<file path="config.mk">
export PLATFORM = sky130hd
export DESIGN_NAME = arp_cache_responder
export DESIGN_NICKNAME = d
export VERILOG_FILES = /design/src/design/arpc_pkg.sv /design/src/design/arpc_ctrl.sv /design/src/design/arpc_datapath.sv /design/src/design/arp_cache_responder.sv
export SDC_FILE = /design/constraint.sdc
export NUM_CORES = 2
export LEC_CHECK = 0
export ABC_AREA = 1
export BUFFER_PORTS_ARGS = -buffer_cell sky130_fd_sc_hd__buf_2
export CAP_MARGIN = 20
export CORE_ASPECT_RATIO = 1.2
export CORE_MARGIN = 10
export CORE_UTILIZATION = 23
export CTS_CLUSTER_SIZE = 24
export DETAILED_ROUTE_END_ITERATION = 16
export GPL_ROUTABILITY_DRIVEN = 0
export HOLD_SLACK_MARGIN = 0.08
export PLACE_DENSITY_LB_ADDON = 0.2
export SETUP_SLACK_MARGIN = 0.05
export SYNTH_ARGS = -nofsm -noshare
export SYNTH_HDL_FRONTEND = slang
export SYNTH_SLANG_ARGS = --single-unit
</file>
<file path="constraint.sdc">
create_clock -name aclk -period 9 [get_ports aclk]
set_input_delay 0.9 -clock aclk [delete_from_list [all_inputs] [get_ports aclk]]
set_output_delay 0.9 -clock aclk [all_outputs]
set_load 0.1 [all_outputs]
</file>
<file path="src/design/arpc_pkg.sv">
// Shared types and constants for the ARP cache responder.
package arpc_pkg;

    localparam int ENTRIES_DEF = 16;

    localparam int IP_W  = 32;
    localparam int MAC_W = 48;
    localparam int OP_W  = 16;
    localparam int ROW_W = IP_W + MAC_W;

    localparam logic [OP_W-1:0] OP_REQUEST = 16'h0001;
    localparam logic [OP_W-1:0] OP_REPLY   = 16'h0002;

    localparam logic ACT_PACKET = 1'b0;
    localparam logic ACT_LOOKUP = 1'b1;

    localparam logic CFG_LOCAL_IP = 1'b0;

    // broadcast pair held in entry 0 after reset
    localparam logic [IP_W-1:0]  BCAST_IP  = {(IP_W/8){8'hff}};
    localparam logic [MAC_W-1:0] BCAST_MAC = {(MAC_W/8){8'hff}};

    typedef enum logic [1:0] {
        ST_IDLE,
        ST_READ,
        ST_CMP,
        ST_FINISH
    } state_t;

    typedef struct packed {
        logic capture;  // latch the input word, restart the scan
        logic read;     // fetch the row at the scan index
        logic advance;  // step the scan index
        logic resolve;  // close the scan; a packet with a valid opcode learns on a miss
        logic load;     // move the result into the output register
    } cmd_t;

    typedef struct packed {
        logic match;    // fetched row matches the search key
        logic last;     // scan index is on the final entry
        logic out_free; // output register can take a result this cycle
    } status_t;

endpackage

</file>
<file path="src/design/arpc_ctrl.sv">
// Sequencer for the ARP cache scan: accept, fetch/compare per entry, result hand-off.
module arpc_ctrl (
    input  logic              aclk,
    input  logic              aresetn,
    input  logic              s_valid,
    output logic              s_ready,
    input  arpc_pkg::status_t sts_i,
    output arpc_pkg::cmd_t    cmd_o
);
    import arpc_pkg::*;

    state_t state_reg;
    state_t state_next;

    always_ff @(posedge aclk) begin
        if (!aresetn) begin
            state_reg <= ST_IDLE;
        end else begin
            state_reg <= state_next;
        end
    end

    always_comb begin
        state_next = state_reg;
        cmd_o      = '0;
        s_ready    = 1'b0;
        unique case (state_reg)
            ST_IDLE: begin
                s_ready = 1'b1;
                if (s_valid) begin
                    cmd_o.capture = 1'b1;
                    state_next    = ST_READ;
                end
            end
            ST_READ: begin
                cmd_o.read = 1'b1;
                state_next = ST_CMP;
            end
            ST_CMP: begin
                if (sts_i.match || sts_i.last) begin
                    cmd_o.resolve = 1'b1;
                    state_next    = ST_FINISH;
                end else begin
                    cmd_o.advance = 1'b1;
                    state_next    = ST_READ;
                end
            end
            ST_FINISH: begin
                if (sts_i.out_free) begin
                    cmd_o.load = 1'b1;
                    state_next = ST_IDLE;
                end
            end
            default: begin
                state_next = ST_IDLE;
            end
        endcase
    end

`ifndef SYNTH
    a_cmd_onehot: assert property (@(posedge aclk) disable iff (!aresetn)
        $onehot0({cmd_o.capture, cmd_o.read, cmd_o.advance, cmd_o.resolve, cmd_o.load}))
        else $error("more than one datapath command at once");
    a_load_free: assert property (@(posedge aclk) disable iff (!aresetn)
        cmd_o.load |-> sts_i.out_free)
        else $error("result loaded over a word still waiting");
    a_read_then_cmp: assert property (@(posedge aclk) disable iff (!aresetn)
        cmd_o.read |=> (cmd_o.resolve || cmd_o.advance))
        else $error("fetched row not compared in the next cycle");
`endif

endmodule

</file>
<file path="src/design/arpc_datapath.sv">
// Cache table, scan compare, learning write and output register.
module arpc_datapath #(
    parameter int ENTRIES = arpc_pkg::ENTRIES_DEF
) (
    input  logic                        aclk,
    input  logic                        aresetn,
    input  logic                        cfg_wr_en,
    input  logic                        cfg_index,
    input  logic [arpc_pkg::MAC_W-1:0]  cfg_wdata,
    input  logic                        s_action,
    input  logic [arpc_pkg::OP_W-1:0]   s_opcode,
    input  logic [arpc_pkg::MAC_W-1:0]  s_sender_mac,
    input  logic [arpc_pkg::IP_W-1:0]   s_sender_ip,
    input  logic [arpc_pkg::IP_W-1:0]   s_target_ip,
    input  logic [arpc_pkg::IP_W-1:0]   s_query_ip,
    input  logic                        m_ready,
    output logic                        m_valid,
    output logic                        m_send_reply,
    output logic [arpc_pkg::MAC_W-1:0]  m_reply_mac,
    output logic [arpc_pkg::IP_W-1:0]   m_reply_ip,
    output logic                        m_learned,
    output logic                        m_lookup_hit,
    output logic [arpc_pkg::MAC_W-1:0]  m_lookup_mac,
    input  arpc_pkg::cmd_t              cmd_i,
    output arpc_pkg::status_t           sts_o
);
    import arpc_pkg::*;

    localparam int IDX_W = $clog2(ENTRIES);
    localparam logic [IDX_W-1:0] LAST_IDX = IDX_W'(ENTRIES - 1);
    localparam logic [IDX_W-1:0] WP_RESET = IDX_W'(1);

    // table storage plus per-entry valid bits (invalid rows read as reset value)
    logic [ROW_W-1:0]   mem_reg [ENTRIES];
    logic [ENTRIES-1:0] valid_reg;
    logic [IDX_W-1:0]   wp_reg;

    logic [IP_W-1:0]    local_ip_reg;

    // captured input word
    logic               action_reg;
    logic [OP_W-1:0]    opcode_reg;
    logic [MAC_W-1:0]   smac_reg;
    logic [IP_W-1:0]    sip_reg;
    logic [IP_W-1:0]    tip_reg;
    logic [IP_W-1:0]    key_reg;

    // scan state
    logic [IDX_W-1:0]   scan_idx_reg;
    logic [ROW_W-1:0]   rd_row_reg;
    logic               rd_vld_reg;
    logic               hit_reg;
    logic [MAC_W-1:0]   hit_mac_reg;
    logic               learned_reg;

    // output register
    logic               m_valid_reg;
    logic               send_reply_reg;
    logic [MAC_W-1:0]   reply_mac_reg;
    logic [IP_W-1:0]    reply_ip_reg;
    logic               learned_out_reg;
    logic               lookup_hit_reg;
    logic [MAC_W-1:0]   lookup_mac_reg;

    logic [IP_W-1:0]    eff_ip;
    logic [MAC_W-1:0]   eff_mac;
    logic               is_pkt;
    logic               op_ok;
    logic               do_reply;
    logic               do_learn;

    always_comb begin
        if (rd_vld_reg) begin
            eff_ip  = rd_row_reg[ROW_W-1:MAC_W];
            eff_mac = rd_row_reg[MAC_W-1:0];
        end else if (scan_idx_reg == '0) begin
            eff_ip  = BCAST_IP;
            eff_mac = BCAST_MAC;
        end else begin
            eff_ip  = '0;
            eff_mac = '0;
        end
    end

    assign is_pkt   = (action_reg == ACT_PACKET);
    assign op_ok    = (opcode_reg == OP_REQUEST) || (opcode_reg == OP_REPLY);
    assign do_reply = is_pkt && (opcode_reg == OP_REQUEST) && (tip_reg == local_ip_reg);
    assign do_learn = cmd_i.resolve && !sts_o.match && is_pkt && op_ok;

    assign sts_o.match    = (eff_ip == key_reg);
    assign sts_o.last     = (scan_idx_reg == LAST_IDX);
    assign sts_o.out_free = !m_valid_reg || m_ready;

    always_ff @(posedge aclk) begin
        if (!aresetn) begin
            local_ip_reg <= '0;
        end else if (cfg_wr_en && (cfg_index == CFG_LOCAL_IP)) begin
            local_ip_reg <= cfg_wdata[IP_W-1:0];
        end
    end

    // table memory: one write port, one registered read port
    always_ff @(posedge aclk) begin
        if (do_learn) begin
            mem_reg[wp_reg] <= {sip_reg, smac_reg};
        end
        if (cmd_i.read) begin
            rd_row_reg <= mem_reg[scan_idx_reg];
        end
    end

    always_ff @(posedge aclk) begin
        if (!aresetn) begin
            valid_reg <= '0;
            wp_reg    <= WP_RESET;
        end else if (do_learn) begin
            valid_reg[wp_reg] <= 1'b1;
            wp_reg            <= (wp_reg == LAST_IDX) ? '0 : wp_reg + 1'b1;
        end
    end

    always_ff @(posedge aclk) begin
        if (cmd_i.capture) begin
            action_reg   <= s_action;
            opcode_reg   <= s_opcode;
            smac_reg     <= s_sender_mac;
            sip_reg      <= s_sender_ip;
            tip_reg      <= s_target_ip;
            key_reg      <= (s_action == ACT_PACKET) ? s_sender_ip : s_query_ip;
            scan_idx_reg <= '0;
            hit_reg      <= 1'b0;
            learned_reg  <= 1'b0;
        end else if (cmd_i.advance) begin
            scan_idx_reg <= scan_idx_reg + 1'b1;
        end else if (cmd_i.resolve) begin
            hit_reg     <= sts_o.match;
            hit_mac_reg <= eff_mac;
            learned_reg <= do_learn;
        end
        if (cmd_i.read) begin
            rd_vld_reg <= valid_reg[scan_idx_reg];
        end
    end

    always_ff @(posedge aclk) begin
        if (!aresetn) begin
            m_valid_reg <= 1'b0;
        end else if (cmd_i.load) begin
            m_valid_reg <= 1'b1;
        end else if (m_ready) begin
            m_valid_reg <= 1'b0;
        end
    end

    always_ff @(posedge aclk) begin
        if (cmd_i.load) begin
            send_reply_reg  <= do_reply;
            reply_mac_reg   <= do_reply ? smac_reg : '0;
            reply_ip_reg    <= do_reply ? sip_reg : '0;
            learned_out_reg <= learned_reg;
            lookup_hit_reg  <= !is_pkt && hit_reg;
            lookup_mac_reg  <= (!is_pkt && hit_reg) ? hit_mac_reg : '0;
        end
    end

    assign m_valid      = m_valid_reg;
    assign m_send_reply = send_reply_reg;
    assign m_reply_mac  = reply_mac_reg;
    assign m_reply_ip   = reply_ip_reg;
    assign m_learned    = learned_out_reg;
    assign m_lookup_hit = lookup_hit_reg;
    assign m_lookup_mac = lookup_mac_reg;

`ifndef SYNTH
    a_wp_only_on_learn: assert property (@(posedge aclk) disable iff (!aresetn)
        !do_learn |=> $stable(wp_reg))
        else $error("write pointer moved without a learning write");
    a_learn_sets_valid: assert property (@(posedge aclk) disable iff (!aresetn)
        do_learn |=> valid_reg[$past(wp_reg)])
        else $error("learned entry not marked valid");
    a_hit_recorded: assert property (@(posedge aclk) disable iff (!aresetn)
        (cmd_i.resolve && sts_o.match) |=> (hit_reg && !learned_reg))
        else $error("scan hit not recorded or hit entry relearned");
`endif

endmodule

</file>
<file path="src/design/arp_cache_responder.sv">
// Top level of the ARP cache responder: sequencer plus table datapath.
// Scan: after a word is taken the sequencer reads k table rows (1..ENTRIES), one per
//   fetch/compare pair, up to the first match or the end, then waits in ST_FINISH until
//   the output register is free and loads the result. A new word is taken only once the
//   result is loaded; the scan uses the table's one registered read port.
// Reset (aresetn, synchronous, active low): valid bits cleared so entry 0 reads as the
//   broadcast pair and others as zero, write pointer 1, local_ip 0; no clearing sweep.
module arp_cache_responder #(
    parameter int ENTRIES = arpc_pkg::ENTRIES_DEF
) (
    input  logic                        aclk,
    input  logic                        aresetn,
    // configuration writes: index 0 local_ip; index 1 (local_mac) is not stored
    input  logic                        cfg_wr_en,
    input  logic                        cfg_index,
    input  logic [arpc_pkg::MAC_W-1:0]  cfg_wdata,
    // input words: received ARP packet or lookup query
    input  logic                        s_valid,
    output logic                        s_ready,
    input  logic                        s_action,
    input  logic [arpc_pkg::OP_W-1:0]   s_opcode,
    input  logic [arpc_pkg::MAC_W-1:0]  s_sender_mac,
    input  logic [arpc_pkg::IP_W-1:0]   s_sender_ip,
    input  logic [arpc_pkg::IP_W-1:0]   s_target_ip,
    input  logic [arpc_pkg::IP_W-1:0]   s_query_ip,
    // result words
    output logic                        m_valid,
    input  logic                        m_ready,
    output logic                        m_send_reply,
    output logic [arpc_pkg::MAC_W-1:0]  m_reply_mac,
    output logic [arpc_pkg::IP_W-1:0]   m_reply_ip,
    output logic                        m_learned,
    output logic                        m_lookup_hit,
    output logic [arpc_pkg::MAC_W-1:0]  m_lookup_mac
);
    import arpc_pkg::*;

    // local_mac would only source the reply frame's own address, which is built
    // downstream; the block's results never carry it, so no register holds it here.

    cmd_t    cmd;
    status_t sts;

    // Sequencer: takes a word only when idle, then walks the table one row per
    // fetch/compare pair and hands the result to the output register.
    arpc_ctrl u_ctrl (
        .aclk    (aclk),
        .aresetn (aresetn),
        .s_valid (s_valid),
        .s_ready (s_ready),
        .sts_i   (sts),
        .cmd_o   (cmd)
    );

    // Datapath: table memory, valid bits, round-robin write pointer, compare,
    // and the output register that lets a new word in while a result waits.
    arpc_datapath #(
        .ENTRIES (ENTRIES)
    ) u_datapath (
        .aclk         (aclk),
        .aresetn      (aresetn),
        .cfg_wr_en    (cfg_wr_en),
        .cfg_index    (cfg_index),
        .cfg_wdata    (cfg_wdata),
        .s_action     (s_action),
        .s_opcode     (s_opcode),
        .s_sender_mac (s_sender_mac),
        .s_sender_ip  (s_sender_ip),
        .s_target_ip  (s_target_ip),
        .s_query_ip   (s_query_ip),
        .m_ready      (m_ready),
        .m_valid      (m_valid),
        .m_send_reply (m_send_reply),
        .m_reply_mac  (m_reply_mac),
        .m_reply_ip   (m_reply_ip),
        .m_learned    (m_learned),
        .m_lookup_hit (m_lookup_hit),
        .m_lookup_mac (m_lookup_mac),
        .cmd_i        (cmd),
        .sts_o        (sts)
    );

endmodule
</file>
[After elaboration in Yosys (flattened, before gate mapping)]
Memories as Yosys holds them, arrays and structs flattened. A register that Yosys moved wholly into a read port is not among the register bits.
Cells that the tools add are included.
Storage, ports and cells
  bits in registers: 402
  bits in latches: 0
  bits in writable memories: 1280
  ROM bits: 0
  input port bits: 215
  output and inout bits: 133
  word-level logic and storage cells: 90
  memories: 1
Cells by class
  add/sub/neg operators: 2
  multiply operators: 0
  divide/modulo/power cells: 0
  order comparisons: 3
  equal/unequal tests: 11
  shift operators: 0
  multiplexer cells: 27
  bitwise operators: 5
  reductions and logical operators: 19
Memories
  u_datapath.mem_reg: depth 16, width 80, rd ports 1, clocked after memory_dff 1, wr ports 1, RTL line arpc_datapath.sv:34  | logic [ROW_W-1:0] mem_reg [ENTRIES];
Operators with widths (count)
  32-bit two-way mux: 3
  48-bit two-way mux: 2
  32-bit == test: 2
  16-bit by 1-bit == test with 1-bit output, second input constant: 1
  16-bit by 2-bit == test with 1-bit output, second input constant: 1
  16-bit OR: 1
  1-bit two-way mux: 14
  4-bit by 5-bit less-than comparator with 1-bit output, second input constant: 2
  4-bit by 1-bit adder with 4-bit output, second input constant: 2
  4-bit == test, second input constant: 2
  1-bit logical AND: 8
  2-bit two-way mux: 4
  2-bit one-hot mux with 4 select lines: 1
  1-bit binary-select mux with 4-bit select: 1
  1-bit demux with 4-bit select: 1
  2-bit == test, second input constant: 2
  4-bit by 1-bit greater-or-equal comparator with 1-bit output, second input constant: 1
  4-bit logical NOT: 1
  4-bit two-way mux: 1
  2-bit inequality test, second input constant: 2
  1-bit NOT: 4
  2-bit AND reduction: 2
  1-bit logical OR: 3
  3-bit AND reduction: 1
  4 further kinds: 5

[Depth between registers and ports, before layout]
  word-level depth: 12
  gate-level depth with buffers: 21
  depth with buffers taken out: 17

[Hierarchy]
A second synthesis with hierarchy kept.
Second synthesis, totals
  cell total of the unflattened synthesis: 4869
  area, all modules: 67196.9 µm²
Modules (own cells, without submodules)
  arpc_datapath: times used 1, cells an instance 4846, area an instance 67061.8 µm²
  arpc_ctrl: times used 1, cells an instance 23, area an instance 135.1 µm²

[Worst setup path after synthesis]
OpenSTA, ideal clock, no wires.
  path type: input -> register
  start point: input port m_ready
  end point: register u_datapath.learned_out_reg, in the netlist u_datapath.m_learned, enable pin
  arrival time: 6.413 ns
  data required time: 8.377 ns
  slack: 1.964 ns
  cell stages on the path: 2
  buffers on the path: 0
  cells stage by stage: nor2_1 nor2_1
RTL lines
  start, declared: RTL line arp_cache_responder.sv:28  | input logic m_ready,
  end signal, assigned: RTL line arpc_datapath.sv:160  | learned_out_reg <= learned_reg;
  end, declared: RTL line arpc_datapath.sv:61  | logic learned_out_reg;

[Final worst setup path]
  start point: register u_datapath.scan_idx_reg[0]
  end point: memory u_datapath.mem_reg[5][71] (netlist name), enable pin
Between the ends
  word-level cells in the longest chain between the ends: 12
RTL lines
  start, declared: RTL line arpc_datapath.sv:49  | logic [IDX_W-1:0] scan_idx_reg;
  start signal, assigned: RTL line arpc_datapath.sv:134  | scan_idx_reg <= scan_idx_reg + 1'b1;
  4-bit logical NOT: RTL line arpc_datapath.sv:76  | end else if (scan_idx_reg == '0) begin
  32-bit two-way mux: RTL line arpc_datapath.sv:76
  32-bit two-way mux: RTL line arpc_datapath.sv:73  | if (rd_vld_reg) begin
  32-bit == test: RTL line arpc_datapath.sv:90  | assign sts_o.match = (eff_ip == key_reg);
  1-bit logical OR: RTL line arpc_ctrl.sv:40  | if (sts_i.match || sts_i.last) begin
  1-bit two-way mux: RTL line arpc_ctrl.sv:40
  2-bit two-way mux: RTL line arpc_ctrl.sv:27  | unique case (state_reg)
  1-bit logical AND (*) (3 in series): RTL line arpc_datapath.sv:88  | assign do_learn = cmd_i.resolve && !sts_o.match && is_pkt && op_ok;
  1-bit two-way mux (*): RTL line arpc_datapath.sv:104  | if (do_learn) begin
  1-bit two-way mux (not written as such) (*): RTL line arpc_datapath.sv:105  | mem_reg[wp_reg] <= {sip_reg, smac_reg};
  end, declared: RTL line arpc_datapath.sv:34
Mark *: on every way between the ends. The rest lies on a longest branch, timed or not.

==> impl_results.rst <==
.. list-table::
   :header-rows: 1

   * - Metric
     - Value
   * - Least-Margin Pin Slew
     - 1.053 ns
   * - Delay of the slowest critical-path stage
     - 0.95 ns
   * - Dpl cell area
     - 0.07343 mm²
   * - Number of placed I/O pins
     - 348
   * - Max-cap viol count
     - 0
   * - Arrival time at the worst endpoint
     - 6.53 ns
   * - Post-synth EDFFs
     - 1701
   * - Detailed Place HPWL
     - 112800 µm
   * - Class of the tightest hold or removal check
     - input pin to flip-flop
   * - Seq pwr share
     - 50.9%
   * - Total die area
     - 0.3149 mm²
   * - Main synth FF type
     - edfxtp_1
   * - Final-layout setup total negative slack
     - 0 ns
   * - Starting density of the core
     - 23.11%
   * - Maximum number of buffers from clock root to sink
     - 4
   * - Worst-case headroom to the max-slew limit
     - 29.83%
   * - #FFs+latches synth
     - 1762
   * - Setup violators final
     - 0
   * - Area share of the leading cell type in the synthesized netlist
     - 75.85%
   * - Period Utilization, post-route
     - 67.34%
   * - Setup repair after global routing missed its margin
     - no
   * - Fin Clk Skew
     - 0.05237 ns
   * - Post-CTS setup repair buffer count
     - 0
   * - Htree depth
     - 4
   * - Clock-pin slew on the worst setup and hold paths
     - 0.06 ns
   * - Ordered cell list for the critical path
     - inv_8 > ha_1 > nand3_4 > buf_16 > o21ai_0 > nand2_1 > nand2_1 > nand2_1 > nor2_1 > nand2_1 > nor2_1 > nand2_2 > nand4_1 > inv_1 > nand2_1 > nor2_4 > buf_4
   * - Average routed wire per standard cell
     - 22.49 µm
   * - Critical-path cell with the highest stage delay
     - dfxtp_4
   * - Cell chosen for the clock root
     - clkbuf_16
   * - Capturing element type of the critical path
     - flip-flop
   * - Total standard cell area after synthesis
     - 0.06734 mm²
   * - Critical Setup Path Class
     - flip-flop to flip-flop
   * - Net count reported at finish
     - 5480
   * - Run status
     - finished, final reports clean
   * - Fraction of final layout cells sized beyond drive strength 1
     - 13.64%
   * - Cell repeated most along the worst path
     - nand2_1
   * - Critical path data required time
     - 9.47 ns
   * - Number of slew-limit violations in the final report
     - 0
   * - Sinks on the clock net
     - 1762
   * - Fraction of power consumed by the clock network
     - 42.8%
   * - Row count
     - 217
   * - Die Ht
     - 612.7 µm
   * - First-pass GRT wire length
     - 299200 µm
   * - Standby leakage power
     - 26.45 nW
   * - Area added between synthesis and finish
     - 18.17%
   * - Leading cell type in the layout, fill and taps excluded
     - edfxtp_1
   * - Proportion of power drawn by combinational gates
     - 6.3%
   * - Total routing resource utilization after global routing
     - 12.70%
   * - Share of synthesized registers carrying an async set or reset
     - 0%
   * - TritonCTS clock tree
     - done
   * - Number of instances resized during post-cts repair
     - 0
   * - Sw frac
     - 23.83%
   * - Synth Instances
     - 4963
   * - Port Buffer Count
     - 331
   * - Final Hold Violating Endpoints
     - 0
   * - Post-Syn Area per Cell
     - 13.57 µm²
   * - Internal Pwr Total
     - 13.96 mW
   * - Final non-filler cell area
     - 0.07958 mm²
   * - Detailed router's first-iteration violation count
     - 2977
   * - Number of global-route vias before repair
     - 41630
   * - Biggest area consumer among synthesized cells
     - edfxtp_1
   * - Detailed Routing Iterations Pass 1
     - 8
   * - Top fanout value on the critical path
     - 146
   * - Max rail drop VDD
     - 0.1525 mV
   * - Max FFs per register
     - 1280
   * - Pin count of the biggest net entering global routing
     - 188
   * - Number of vias per cell after detailed routing
     - 4.420
   * - Highest clock rate
     - 165.0 MHz
   * - Final period demand of the worst path
     - 6.060 ns
   * - DRC errors left
     - 0
   * - Post-synth net total
     - 5184
   * - Hold WS
     - 0.2132 ns
   * - Initial antenna violation count
     - 13
   * - Number of nets with antenna violations after detailed routing
     - 0
   * - Global-route congestion overflow total
     - 0
   * - Wirelength, routed
     - 208000 µm
   * - Fill cell total of the finished layout
     - 29950
   * - Top library cells by usage in the layout, fill and taps aside
     - edfxtp_1, nor2_1, o21ai_0
   * - Total CTS buffers
     - 199
   * - Fraction of the yosys area taken by sequential cells
     - 77.66%
   * - Total power density per cell area
     - 230.3 mW/mm²
   * - Die Span X
     - 514.0 µm
   * - Via count
     - 40890
   * - Element type at the critical path start
     - flip-flop
   * - Hold-fix buffer count after cts
     - 0
   * - Setup slack of the most critical reg-to-reg path
     - 2.94 ns
   * - YS warnings
     - 0
   * - P_sw
     - 4.366 mW
   * - Count of different cell masters after synthesis
     - 38
   * - Insertion delay to the later sink of the worst-skew pair
     - 0.86 ns
   * - Core region area
     - 0.2913 mm²
   * - Biggest area contributors in the synthesized netlist
     - edfxtp_1, o21ai_0, nor2_1
final timing paths:
kind / start / to / cells after the start
max: u_datapath.scan_idx_reg[0] / u_datapath.mem_reg[5][71] / 17
min: s_sender_mac[11] / u_datapath.smac_reg[11] / 1
max reg2reg: u_datapath.scan_idx_reg[0] / u_datapath.mem_reg[5][71] / 17
min reg2reg: u_datapath.valid_reg[12] / u_datapath.valid_reg[12] / 2
cell usage after synthesis (all sizes together) (2+ instances only):
master / n
a221oi: 3
o211ai: 35
dfxtp: 61
nand3: 156
nor2: 883
xnor2: 7
a21oi: 40
o22ai: 201
xor2: 7
clkbuf: 281
a22o: 4
nand3b: 26
o221ai: 126
o21ai: 706
edfxtp: 1701
o2111ai: 2
ha: 6
nand2: 413
nand4: 7
buf: 28
mux2: 32
inv: 228
nor4: 4
layout make-up:
type                    count  area (µm²)  area share [%]
repair buffers            404        2325           2.921
flip-flops and latches   1762       52310           65.74
well taps                3832        4795           6.025
inverters                 228       893.4           1.123
diodes                      7       17.52         0.02201
clock inverters           106       927.1           1.165
clock buffers             248        5185           6.516
multi-input cells        2664       13120           16.49
worst max-delay path: cells and delay by family, from the launching register on:
kind	cells	cell delay, ns
AO/OA/AOI/OAI	1	0.14
adder cells (fa/ha/maj)	1	0.42
buffers and inverters	4	1.70
flip-flops	1	0.95
AND/OR/NAND/NOR	11	2.19
stage by stage:
| step | setup WS, ns | util (%) | instances | total power, mW |
|---|---|---|---|---|
| global placement | 2.548 | 25.19 | 8888 | 10.69 |
| CTS | 2.802 | 27.30 | 9243 | 18.62 |
| finish | 2.940 | 27.31 | 9251 | 18.32 |
| detailed placement | 2.843 | 25.20 | 8889 | 10.69 |
| floorplan | 1.964 | - | 4963 | 10.17 |
| global route | 2.481 | 27.31 | 9246 | 19.04 |
power by group through the flow:
stage | clock [mW] | combinational [mW] | sequential [mW]
floorplan | 0 | 0.739 | 9.43
finish | 7.85 | 1.15 | 9.33
global route | 8.39 | 1.30 | 9.35
CTS | 8.10 | 1.18 | 9.34
detailed placement | 0 | 1.18 | 9.51
global placement | 0 | 1.18 | 9.51
layer usage:
layer,vias to the layer above,GRT usage [%],routed length (µm)
met1,20840,16.61,92630
met5,-,0,45
met3,313,2.255,10030
met4,6,3.286,5100
li1,18790,-,-
met2,939,21.70,100200
kinds of logic after synthesis:
logic type               synth area share (%)
flip-flops                              77.66
AND/OR/NAND/NOR                         8.839
AO/OA/AOI/OAI                           9.595
buffers and inverters                   3.073
multiplexers                           0.5351
XOR/XNOR                               0.1821
adder cells (fa/ha/maj)                0.1115
No activity file was read; power rests on OpenSTA's default activity.
